`config.mk`:
```
export PLATFORM = sky130hd
export DESIGN_NAME = delta_coded_reloc_table_decoder_top_flat
export DESIGN_NICKNAME = d
export VERILOG_FILES = /design/src/rtl/core/dcrtd_pkg.sv /design/src/rtl/core/dcrtd_req_if.sv /design/src/rtl/core/dcrtd_rsp_if.sv /design/src/rtl/core/dcrtd_parser.sv /design/src/rtl/core/dcrtd_out_stage.sv /design/src/rtl/core/delta_coded_reloc_table_decoder_top.sv /design/src/flat_wrapper.sv
export SDC_FILE = /design/constraint.sdc
export NUM_CORES = 1
export LEC_CHECK = 0
export BUFFER_PORTS_ARGS = -buffer_cell sky130_fd_sc_hd__buf_2
export CORE_UTILIZATION = 54
export CTS_CLUSTER_SIZE = 20
export DETAILED_ROUTE_END_ITERATION = 12
export HOLD_SLACK_MARGIN = 0.1
export PLACE_DENSITY = 0.73
export SYNTH_ARGS = -nofsm -noshare
export SYNTH_HDL_FRONTEND = slang
export SYNTH_SLANG_ARGS = --single-unit
export TNS_END_PERCENT = 5
```
`constraint.sdc`:
```
create_clock -name clock -period 5.7 [get_ports clock]
set_input_delay 0.285 -clock clock [delete_from_list [all_inputs] [get_ports clock]]
set_output_delay 0.285 -clock clock [all_outputs]
set_load 0.005 [all_outputs]
```
`src/rtl/core/dcrtd_pkg.sv`:
```
// ----------------------------------------------------------------------------
// Relocation table decoder package
// Widths, codes and shared types of the decoder.
// ----------------------------------------------------------------------------
package dcrtd_pkg;

   localparam int OFFSET_BITS    = 24;
   localparam int OPO_W          = OFFSET_BITS + 1;
   localparam int SUM_W          = OFFSET_BITS + 2;
   localparam int RELOC_OFFSET_W = 24;
   localparam int BYTE_W         = 8;
   localparam int INDEX_W        = 16;
   localparam int CSR_INDEX_W    = 1;
   localparam int CSR_DATA_W     = 8;

   localparam logic [SUM_W-1:0]  OFFSET_LIMIT = SUM_W'(1) << OFFSET_BITS;
   localparam logic [BYTE_W-1:0] DELTA_END    = 8'd0;
   localparam logic [BYTE_W-1:0] DELTA_SKIP   = 8'd255;
   localparam logic [BYTE_W-1:0] SKIP_AMOUNT  = 8'd254;

   typedef enum logic [CSR_INDEX_W-1:0] {
      CSR_UNDEF_SEG = 1'b0,
      CSR_AUX_MASK  = 1'b1
   } csr_index_type;

   typedef enum logic [2:0] {
      PH_DELTA     = 3'd0,
      PH_TYPE      = 3'd1,
      PH_SEG       = 3'd2,
      PH_IDXLO     = 3'd3,
      PH_IDXHI     = 3'd4,
      PH_AUX_NOIDX = 3'd5,
      PH_AUX_IDX   = 3'd6
   } phase_type;

   typedef struct packed {
      logic [BYTE_W-1:0] undefined_segment_id;
      logic [BYTE_W-1:0] aux_type_mask;
   } cfg_type;

   typedef struct packed {
      logic                      is_end;
      logic                      truncated;
      logic [RELOC_OFFSET_W-1:0] reloc_offset;
      logic                      offset_overflow;
      logic [BYTE_W-1:0]         reloc_type;
      logic [BYTE_W-1:0]         segment_id;
      logic                      has_symbol_index;
      logic [INDEX_W-1:0]        symbol_index;
      logic                      has_aux;
      logic [BYTE_W-1:0]         aux_low;
   } rsp_payload_type;

endpackage

```
`src/rtl/core/dcrtd_req_if.sv`:
```
// ----------------------------------------------------------------------------
// Relocation table decoder request channel
// Valid/ready channel carrying one table byte per transaction.
// ----------------------------------------------------------------------------
interface dcrtd_req_if;
   logic       valid;
   logic       ready;
   logic [7:0] table_byte;
   logic       final_byte;

   modport source (output valid, output table_byte, output final_byte, input ready);
   modport sink   (input valid, input table_byte, input final_byte, output ready);
endinterface

```
`src/rtl/core/dcrtd_rsp_if.sv`:
```
// ----------------------------------------------------------------------------
// Relocation table decoder response channel
// Valid/ready channel carrying one decoded record per transaction.
// ----------------------------------------------------------------------------
interface dcrtd_rsp_if;
   logic        valid;
   logic        ready;
   logic        is_end;
   logic        truncated;
   logic [23:0] reloc_offset;
   logic        offset_overflow;
   logic [7:0]  reloc_type;
   logic [7:0]  segment_id;
   logic        has_symbol_index;
   logic [15:0] symbol_index;
   logic        has_aux;
   logic [7:0]  aux_low;

   modport source (
      output valid, output is_end, output truncated, output reloc_offset,
      output offset_overflow, output reloc_type, output segment_id,
      output has_symbol_index, output symbol_index, output has_aux, output aux_low,
      input ready
   );
   modport sink (
      input valid, input is_end, input truncated, input reloc_offset,
      input offset_overflow, input reloc_type, input segment_id,
      input has_symbol_index, input symbol_index, input has_aux, input aux_low,
      output ready
   );
endinterface

```
`src/rtl/core/dcrtd_parser.sv`:
```
// ----------------------------------------------------------------------------
// Relocation table parser
// Phase tracking, offset accumulation and record assembly, one byte a cycle while accept is high.
// ----------------------------------------------------------------------------
module dcrtd_parser (
   input  logic                      clock,
   input  logic                      reset,
   input  logic                      accept,
   input  logic [7:0]                table_byte,
   input  logic                      final_byte,
   input  dcrtd_pkg::cfg_type        cfg,
   output logic                      push,
   output dcrtd_pkg::rsp_payload_type push_data
);
   import dcrtd_pkg::*;

   phase_type          phase_ff, phase_in;
   logic [OPO_W-1:0]   opo_ff, opo_in;
   logic               sat_ff, sat_in;
   logic [BYTE_W-1:0]  type_ff, type_in;
   logic [BYTE_W-1:0]  seg_ff, seg_in;
   logic [BYTE_W-1:0]  idx_low_ff, idx_low_in;
   logic [INDEX_W-1:0] idx_ff, idx_in;

   logic [SUM_W-1:0]   sum;
   logic [BYTE_W-1:0]  amount;
   logic [OPO_W-1:0]   offset;
   logic               aux_follows;
   logic               ended;
   logic               emit;

   assign offset      = opo_ff - OPO_W'(1);
   assign amount      = (table_byte == DELTA_SKIP) ? SKIP_AMOUNT : table_byte;
   assign sum         = {1'b0, opo_ff} + SUM_W'(amount);
   assign aux_follows = (type_ff & cfg.aux_type_mask) != '0;

   always_ff @(posedge clock) begin
      if (reset) begin
         phase_ff   <= PH_DELTA;
         opo_ff     <= '0;
         sat_ff     <= 1'b0;
         type_ff    <= '0;
         seg_ff     <= '0;
         idx_low_ff <= '0;
         idx_ff     <= '0;
      end else if (accept) begin
         phase_ff   <= phase_in;
         opo_ff     <= opo_in;
         sat_ff     <= sat_in;
         type_ff    <= type_in;
         seg_ff     <= seg_in;
         idx_low_ff <= idx_low_in;
         idx_ff     <= idx_in;
      end
   end

   always_comb begin
      phase_in   = phase_ff;
      opo_in     = opo_ff;
      sat_in     = sat_ff;
      type_in    = type_ff;
      seg_in     = seg_ff;
      idx_low_in = idx_low_ff;
      idx_in     = idx_ff;
      ended      = 1'b0;
      emit       = 1'b0;
      push_data  = '0;
      push_data.reloc_offset    = RELOC_OFFSET_W'(offset);
      push_data.offset_overflow = sat_ff;

      case (phase_ff)
         PH_TYPE: begin
            type_in  = table_byte;
            phase_in = PH_SEG;
         end
         PH_SEG: begin
            seg_in = table_byte;
            if (table_byte == cfg.undefined_segment_id) begin
               phase_in = PH_IDXLO;
            end else if (aux_follows) begin
               phase_in = PH_AUX_NOIDX;
            end else begin
               emit     = 1'b1;
               phase_in = PH_DELTA;
            end
         end
         PH_IDXLO: begin
            idx_low_in = table_byte;
            phase_in   = PH_IDXHI;
         end
         PH_IDXHI: begin
            idx_in = {table_byte, idx_low_ff};
            if (aux_follows) begin
               phase_in = PH_AUX_IDX;
            end else begin
               emit                       = 1'b1;
               push_data.has_symbol_index = 1'b1;
               push_data.symbol_index     = {table_byte, idx_low_ff};
               phase_in                   = PH_DELTA;
            end
         end
         PH_AUX_NOIDX, PH_AUX_IDX: begin
            emit              = 1'b1;
            push_data.has_aux = 1'b1;
            push_data.aux_low = table_byte;
            if (phase_ff == PH_AUX_IDX) begin
               push_data.has_symbol_index = 1'b1;
               push_data.symbol_index     = idx_ff;
            end
            phase_in = PH_DELTA;
         end
         default: begin
            // unused codes behave as "expecting a delta"
            phase_in = PH_DELTA;
            if (table_byte == DELTA_END) begin
               ended = 1'b1;
            end else begin
               if (sum > OFFSET_LIMIT) begin
                  opo_in = OFFSET_LIMIT[OPO_W-1:0];
                  sat_in = 1'b1;
               end else begin
                  opo_in = sum[OPO_W-1:0];
               end
               if (table_byte != DELTA_SKIP) begin
                  idx_in     = '0;
                  idx_low_in = '0;
                  phase_in   = PH_TYPE;
               end
            end
         end
      endcase

      push_data.reloc_type = type_in;
      push_data.segment_id = seg_in;

      if (!emit) begin
         push_data = '0;
      end
      push = emit;

      if (ended) begin
         push_data        = '0;
         push_data.is_end = 1'b1;
         push             = 1'b1;
      end

      // end marker and truncation both restart the table
      if (ended || final_byte) begin
         phase_in   = PH_DELTA;
         opo_in     = '0;
         sat_in     = 1'b0;
         type_in    = '0;
         seg_in     = '0;
         idx_low_in = '0;
         idx_in     = '0;
      end

      if (final_byte && !ended) begin
         push_data           = '0;
         push_data.truncated = 1'b1;
         push                = 1'b1;
      end
   end

endmodule

```
`src/rtl/core/dcrtd_out_stage.sv`:
```
// ----------------------------------------------------------------------------
// Relocation table decoder output stage
// Output register plus skid register decoupling the parser from stalls.
// ----------------------------------------------------------------------------
module dcrtd_out_stage (
   input  logic                       clock,
   input  logic                       reset,
   input  logic                       push,
   input  dcrtd_pkg::rsp_payload_type push_data,
   output logic                       space_ok,
   dcrtd_rsp_if.source                rsp_ch
);
   import dcrtd_pkg::*;

   rsp_payload_type out_ff, out_in;
   rsp_payload_type skid_ff, skid_in;
   logic            out_valid_ff, out_valid_in;
   logic            skid_valid_ff, skid_valid_in;
   logic            pop;

   assign pop      = out_valid_ff && rsp_ch.ready;
   assign space_ok = !skid_valid_ff;

   always_ff @(posedge clock) begin
      if (reset) begin
         out_valid_ff  <= 1'b0;
         skid_valid_ff <= 1'b0;
      end else begin
         out_valid_ff  <= out_valid_in;
         skid_valid_ff <= skid_valid_in;
      end
      out_ff  <= out_in;
      skid_ff <= skid_in;
   end

   always_comb begin
      out_in        = out_ff;
      skid_in       = skid_ff;
      out_valid_in  = out_valid_ff;
      skid_valid_in = skid_valid_ff;
      if (skid_valid_ff) begin
         // no push possible here: space_ok is low
         if (pop) begin
            out_in        = skid_ff;
            skid_valid_in = 1'b0;
         end
      end else if (push) begin
         if (!out_valid_ff || pop) begin
            out_in       = push_data;
            out_valid_in = 1'b1;
         end else begin
            skid_in       = push_data;
            skid_valid_in = 1'b1;
         end
      end else if (pop) begin
         out_valid_in = 1'b0;
      end
   end

   assign rsp_ch.valid            = out_valid_ff;
   assign rsp_ch.is_end           = out_ff.is_end;
   assign rsp_ch.truncated        = out_ff.truncated;
   assign rsp_ch.reloc_offset     = out_ff.reloc_offset;
   assign rsp_ch.offset_overflow  = out_ff.offset_overflow;
   assign rsp_ch.reloc_type       = out_ff.reloc_type;
   assign rsp_ch.segment_id       = out_ff.segment_id;
   assign rsp_ch.has_symbol_index = out_ff.has_symbol_index;
   assign rsp_ch.symbol_index     = out_ff.symbol_index;
   assign rsp_ch.has_aux          = out_ff.has_aux;
   assign rsp_ch.aux_low          = out_ff.aux_low;

endmodule

```
`src/rtl/core/delta_coded_reloc_table_decoder_top.sv`:
```
// ----------------------------------------------------------------------------
// Delta-coded relocation table decoder
// Turns a byte stream of a relocation table into relocation records.
// ----------------------------------------------------------------------------
// Usage:
//  - req_ch carries one table byte per transaction plus a flag marking the
//    last byte of the stream; rsp_ch carries at most one record per byte.
//  - csr_wr_en/csr_index/csr_wr_data write the undefined-segment id (index 0)
//    and the aux type mask (index 1); write them only while the block is idle.
//  - Throughput: one byte per cycle while the skid register has room. The parser
//    state updates in the same cycle a byte is taken; the record lands in the
//    output register, or in the skid register while the output register
//    holds a stalled record.
//  - A zero delta yields an end marker, a final byte mid-table yields a
//    truncation transaction; both restart the offset at minus one.
//  - Reset (synchronous, active high) clears the parser to "expecting a
//    delta", the offset to minus one and both registers to zero.
//  - When the receiver stalls, the output register holds its record and a
//    skid register takes one more; req_ch.ready drops only once the skid
//    register is full, so no transaction is lost.
// ----------------------------------------------------------------------------
module delta_coded_reloc_table_decoder_top (
   input  logic                                   clock,
   input  logic                                   reset,
   dcrtd_req_if.sink                              req_ch,
   dcrtd_rsp_if.source                            rsp_ch,
   input  logic                                   csr_wr_en,
   input  logic [dcrtd_pkg::CSR_INDEX_W-1:0]      csr_index,
   input  logic [dcrtd_pkg::CSR_DATA_W-1:0]       csr_wr_data
);
   import dcrtd_pkg::*;

   cfg_type         cfg_ff, cfg_in;
   logic            accept;
   logic            space_ok;
   logic            push;
   rsp_payload_type push_data;

   // Configuration registers: take the write on the enable, no read-back.
   always_ff @(posedge clock) begin
      if (reset) begin
         cfg_ff <= '0;
      end else begin
         cfg_ff <= cfg_in;
      end
   end

   always_comb begin
      cfg_in = cfg_ff;
      if (csr_wr_en) begin
         case (csr_index_type'(csr_index))
            CSR_UNDEF_SEG: cfg_in.undefined_segment_id = csr_wr_data;
            CSR_AUX_MASK:  cfg_in.aux_type_mask        = csr_wr_data;
            default:       cfg_in = cfg_ff;
         endcase
      end
   end

   // Accept whenever the skid register has room, independent of rsp_ch.ready.
   assign req_ch.ready = space_ok;
   assign accept       = req_ch.valid && space_ok;

   dcrtd_parser u_parser (
      .clock      (clock),
      .reset      (reset),
      .accept     (accept),
      .table_byte (req_ch.table_byte),
      .final_byte (req_ch.final_byte),
      .cfg        (cfg_ff),
      .push       (push),
      .push_data  (push_data)
   );

   // Advance the record only on a transaction; drop nothing on stall.
   dcrtd_out_stage u_out (
      .clock     (clock),
      .reset     (reset),
      .push      (push && accept),
      .push_data (push_data),
      .space_ok  (space_ok),
      .rsp_ch    (rsp_ch)
   );

endmodule

```
`src/flat_wrapper.sv`:
```
// flat-port wrapper written by rule: the top's interface ports become plain ports
module delta_coded_reloc_table_decoder_top_flat import dcrtd_pkg::*;
  (clock, reset, csr_wr_en, csr_index, csr_wr_data, req_ch_valid, req_ch_table_byte, req_ch_final_byte, req_ch_ready, rsp_ch_valid, rsp_ch_is_end, rsp_ch_truncated, rsp_ch_reloc_offset, rsp_ch_offset_overflow, rsp_ch_reloc_type, rsp_ch_segment_id, rsp_ch_has_symbol_index, rsp_ch_symbol_index, rsp_ch_has_aux, rsp_ch_aux_low, rsp_ch_ready);
  dcrtd_req_if req_ch_i ();
  dcrtd_rsp_if rsp_ch_i ();
  input  logic clock;
  input  logic reset;
  input  logic csr_wr_en;
  input  logic [dcrtd_pkg::CSR_INDEX_W-1:0] csr_index;
  input  logic [dcrtd_pkg::CSR_DATA_W-1:0] csr_wr_data;
  input wire logic [$bits(req_ch_i.valid)-1:0] req_ch_valid;
  input wire logic [$bits(req_ch_i.table_byte)-1:0] req_ch_table_byte;
  input wire logic [$bits(req_ch_i.final_byte)-1:0] req_ch_final_byte;
  output wire logic [$bits(req_ch_i.ready)-1:0] req_ch_ready;
  output wire logic [$bits(rsp_ch_i.valid)-1:0] rsp_ch_valid;
  output wire logic [$bits(rsp_ch_i.is_end)-1:0] rsp_ch_is_end;
  output wire logic [$bits(rsp_ch_i.truncated)-1:0] rsp_ch_truncated;
  output wire logic [$bits(rsp_ch_i.reloc_offset)-1:0] rsp_ch_reloc_offset;
  output wire logic [$bits(rsp_ch_i.offset_overflow)-1:0] rsp_ch_offset_overflow;
  output wire logic [$bits(rsp_ch_i.reloc_type)-1:0] rsp_ch_reloc_type;
  output wire logic [$bits(rsp_ch_i.segment_id)-1:0] rsp_ch_segment_id;
  output wire logic [$bits(rsp_ch_i.has_symbol_index)-1:0] rsp_ch_has_symbol_index;
  output wire logic [$bits(rsp_ch_i.symbol_index)-1:0] rsp_ch_symbol_index;
  output wire logic [$bits(rsp_ch_i.has_aux)-1:0] rsp_ch_has_aux;
  output wire logic [$bits(rsp_ch_i.aux_low)-1:0] rsp_ch_aux_low;
  input wire logic [$bits(rsp_ch_i.ready)-1:0] rsp_ch_ready;
  assign req_ch_i.valid = req_ch_valid;
  assign req_ch_i.table_byte = req_ch_table_byte;
  assign req_ch_i.final_byte = req_ch_final_byte;
  assign req_ch_ready = req_ch_i.ready;
  assign rsp_ch_valid = rsp_ch_i.valid;
  assign rsp_ch_is_end = rsp_ch_i.is_end;
  assign rsp_ch_truncated = rsp_ch_i.truncated;
  assign rsp_ch_reloc_offset = rsp_ch_i.reloc_offset;
  assign rsp_ch_offset_overflow = rsp_ch_i.offset_overflow;
  assign rsp_ch_reloc_type = rsp_ch_i.reloc_type;
  assign rsp_ch_segment_id = rsp_ch_i.segment_id;
  assign rsp_ch_has_symbol_index = rsp_ch_i.has_symbol_index;
  assign rsp_ch_symbol_index = rsp_ch_i.symbol_index;
  assign rsp_ch_has_aux = rsp_ch_i.has_aux;
  assign rsp_ch_aux_low = rsp_ch_i.aux_low;
  assign rsp_ch_i.ready = rsp_ch_ready;
  delta_coded_reloc_table_decoder_top u_core (.clock(clock), .reset(reset), .req_ch(req_ch_i), .rsp_ch(rsp_ch_i), .csr_wr_en(csr_wr_en), .csr_index(csr_index), .csr_wr_data(csr_wr_data));
endmodule
```
==> results.txt <==
----------------------------------------------------
[STA]
  Measured slew at the worst slew-check pin ... 1280 ps
  Minimum period implied by the final worst setup slack ... 4100 ps
  RSZ-0062 raised after global routing ... no
  Setup-failing EPs final ... 0
  Total negative slack for setup checks ... 0 ps
  Period utilization ... 72.0%
  Max Freq ... 0.244 GHz
  Smallest setup slack after layout ... 1600 ps
  Final worst clock skew ... 12.2 ps
  Hold Vio Cnt, Final ... 0
  Worst relative slew slack ... 14.1%
  Worst hold slack ... 123 ps
  Slew Viols, Final ... 0

[Logic synthesis]
  Yosys warnings ... 0
  Cell taking the most area after synthesis ... edfxtp_1
  Synth top area cells ... edfxtp_1 39%, dfxtp_1 16%, nor2_1 5.6%
  Share of the synthesized area in the top cell type ... 38.8%
  Synthesized area divided by synthesized cell count ... 10.1 um2
  Flop and latch count out of synthesis ... 225
  Post-synth EDFFs ... 138
  Sequential element share of the synthesized area ... 55.1%
  Post-synthesis cell type count ... 61
  Area of the mapped netlist ... 0.0107 mm2
  Share of async-settable or async-resettable flops after synthesis ... 0%
  Top flip-flop cell by instance count after synthesis ... edfxtp_1
  Synthesized net count ... 1,093
  Synthesized instance count ... 1,060

[Die]
  I/O pins ... 94
  Starting density of the core ... 55.1%
  Core area ... 0.0194 mm2
  Core Rows ... 51
  Die area ... 0.0203 mm2
  Y dimension of the die ... 143 um
  Horizontal extent of the die ... 143 um

[Critical path]
  Type of destination of the critical path ... flop
  Beginning of the critical path ... u_core.u_parser.opo_ff[7]
  Setup slack of the worst register-to-register path ... 1600 ps
  Buffers plus inverters on the worst setup path ... 1
  Endpoint of the lowest-slack register-to-register path ... u_core.u_parser.opo_ff[13]
  Timing endpoint of the critical path ... u_core.u_parser.opo_ff[13]
  Cell at the slowest stage of the critical path ... o31a_1
  Required time at the worst-slack endpoint ... 6100 ps
  Data arrival time at the worst-slack endpoint ... 4500 ps
  Worst-case reg-to-reg path depth ... 11
  CP Depth ... 11
  Highest cell delay on the worst timing path ... 590 ps
  Launch instance of the worst register-to-register path ... u_core.u_parser.opo_ff[7]
  Critical Setup Path Class ... flop to flop
  Crit-path leading delay family ... compound AO/OA/AOI/OAI gates
  Startpoint type of the worst setup path ... flop
  Cell mode on critical path ... nand3_1
  Crit-path cells ... ha_1 -> nand3_1 -> nor4_1 -> o21a_2 -> nand3_1 -> and3_1 -> o21bai_1 -> o31a_1 -> buf_4 -> nor3_1 -> a211o_1
  Peak fanout along the critical path ... 18

[Drt]
  Remaining antenna violation count ... 0
  Via count ... 8,271
  Drc violations ... 0
  Total detailed-routing wirelength ... 25.5 mm
  Detail-routed via count per cell ... 5.92
  Violation count after the first detailed-route iteration ... 844
  Detailed Routing Iterations Pass 1 ... 5
  Routed wire per std cell ... 18.2 um

[Final layout]
  Area grow syn2layout ... 12.9%
  Leading cell type in the layout, fill and taps excluded ... nor2_1
  Fraction of layout instances using a drive strength above 1 ... 14.7%
  Final core utilization ... 62.2%
  # diodes ... 0
  # nets final ... 1,149
  Highest-count cells in the layout ignoring fill and taps ... 158 x nor2_1, 138 x edfxtp_1, 119 x nand2_1, 93 x buf_2, 86 x dfxtp_1
  Design Area, Final ... 0.0121 mm2
  Fin cells ... 1,398

[Global routing]
  Global route total overflow ... 0
  GRT Resource Usage Total ... 25.1%
  Number of antenna violations at the first check in global routing ... 0
  Maximum number of pins on one net before global-route repair ... 93
  Number of global-route vias before repair ... 7,286
  Wire length of the first global-routing pass ... 39.8 mm

[Place]
  DP Area ... 0.0112 mm2
  Cells after DPL ... 1,346
  Weighted congestion at the end of routability-driven global placement ... 0.888
  Half-perimeter wire length after placement ... 17.1 mm
  Worst slack, placed ... 1260 ps
  Input/output buffers ... 93

[CTS]
  Clock buffers created by TritonCTS ... 24
  CTS Root Cell ... clkbuf_16
  Clk pin slew, worst setup/hold paths ... 60 ps
  Insertion delay of the later-clocked pin in the worst-skew pair ... 520 ps
  TritonCTS clock tree ... yes
  Number of clock sinks seen by CTS ... 225
  Post-cts repair resize count ... 0
  Max H-tree Level ... 1
  Clock buffer depth ... 3

[Power]
  Peak VDD IR ... 0.265 mV
  Leakage ... 4.28 nW
  Power per cell area ... 300 mW/mm2
  Final Power ... 3.62 mW

[Outcome]
  Run status ... finished clean

[Worst hold path]
  Min-delay worst type ... primary input to flop

[Run]
  Reported max-cap violation count ... 0

----------------------------------------------------
## layout make-up
class                           instances  area, um2
Fill cell                            1582       7340
Sequential cell                       225       5890
Multi-Input combinational cell        735       4410
Timing Repair Buffer                  112        631
Clock buffer                           26        608
Tap cell                              265        332
Clock inverter                         17        116
Inverter                               18       67.6
## worst reg2reg max path: stages (launching register included)
cell,delay (ps)
dfxtp_1,410
ha_1,520
nand3_1,210
nor4_1,440
o21a_2,320
nand3_1,160
and3_1,260
o21bai_1,370
o31a_1,590
buf_4,350
nor3_1,70
a211o_1,290
## routing by layer
layer,wire [um],track usage [%]
met2,10700,36.0
met1,12400,39.7
met3,1970,3.72
met5,0,0
met4,378,5.32
## logic make-up (layout without fill, tap and decap cells)
logic type / after synthesis / after routing / share of synthesized area, %
flops: 225 / 225 / 55.1
compound gates: 240 / 240 / 15.8
xor+xnor: 39 / 39 / 3.20
simple gates: 407 / 407 / 17.2
fa+ha+maj: 10 / 10 / 1.24
buf+inv: 100 / 173 / 3.70
mux: 39 / 39 / 3.80
## worst min path at each step
stage | to | slack [ps] | cells after the start | start
final | u_core.cfg_ff[6] | 120 | 3 | csr_index
after global routing | u_core.cfg_ff[0] | 130 | 3 | csr_index
after CTS | u_core.cfg_ff[6] | 110 | 3 | csr_index
after detailed placement | u_core.cfg_ff[4] | 450 | 2 | u_core.cfg_ff[4]
after global placement | u_core.cfg_ff[2] | 440 | 2 | u_core.cfg_ff[2]
after floorplan | u_core.u_out.skid_valid_ff | 390 | 1 | rsp_ch_ready
## state kept, by name (all words and copies together) (netlist names)
signal                                flops
u_core.u_out.rsp_ch.is_end                1
u_core.u_out.rsp_ch.reloc_offset         24
u_core.u_out.skid_valid_ff                1
u_core.u_parser.type_ff                   8
u_core.u_out.rsp_ch.valid                 1
u_core.u_parser.opo_ff                   25
u_core.u_parser.idx_low_ff                8
u_core.u_out.rsp_ch.truncated             1
u_core.u_out.rsp_ch.segment_id            8
u_core.u_out.rsp_ch.aux_low               8
u_core.u_out.rsp_ch.reloc_type            8
u_core.u_out.rsp_ch.offset_overflow       1
u_core.u_out.rsp_ch.has_symbol_index      1
u_core.u_parser.idx_ff                   16
u_core.cfg_ff                            16
u_core.u_out.rsp_ch.symbol_index         16
u_core.u_parser.seg_ff                    8
u_core.u_out.skid_ff                     69
u_core.u_parser.phase_ff                  3
u_core.u_out.rsp_ch.has_aux               1
u_core.u_parser.sat_ff                    1
## Yosys cell counts, types with 6 or more instances
library cell,number
nor4_1,11
nand2b_1,6
mux2_2,12
inv_1,18
o31ai_1,64
and2_1,12
nand2_1,120
a21oi_1,35
a211o_1,6
xor2_1,20
nor2b_1,9
o21ai_0,21
nand4_1,8
o21ai_1,15
a21o_1,9
nor3_1,24
edfxtp_1,138
nand3_1,28
xnor2_1,19
ha_1,9
clkbuf_1,74
a22oi_1,54
nor2_1,158
dfxtp_1,87
mux2i_1,27
## timing repair
action / CTS / global route
endpoints found under the hold margin: 17 / 0
hold buffers: 9 / 0
setup buffers: 0 / 0
## where the power goes
part	switching, mW	leakage [nW]	internal [mW]	total, mW
combinational	0.247	1.93	0.131	0.378
sequential	0.0265	2.01	1.78	1.81
clock	0.622	0.342	0.814	1.44
Power figures use the tool's default switching activity.
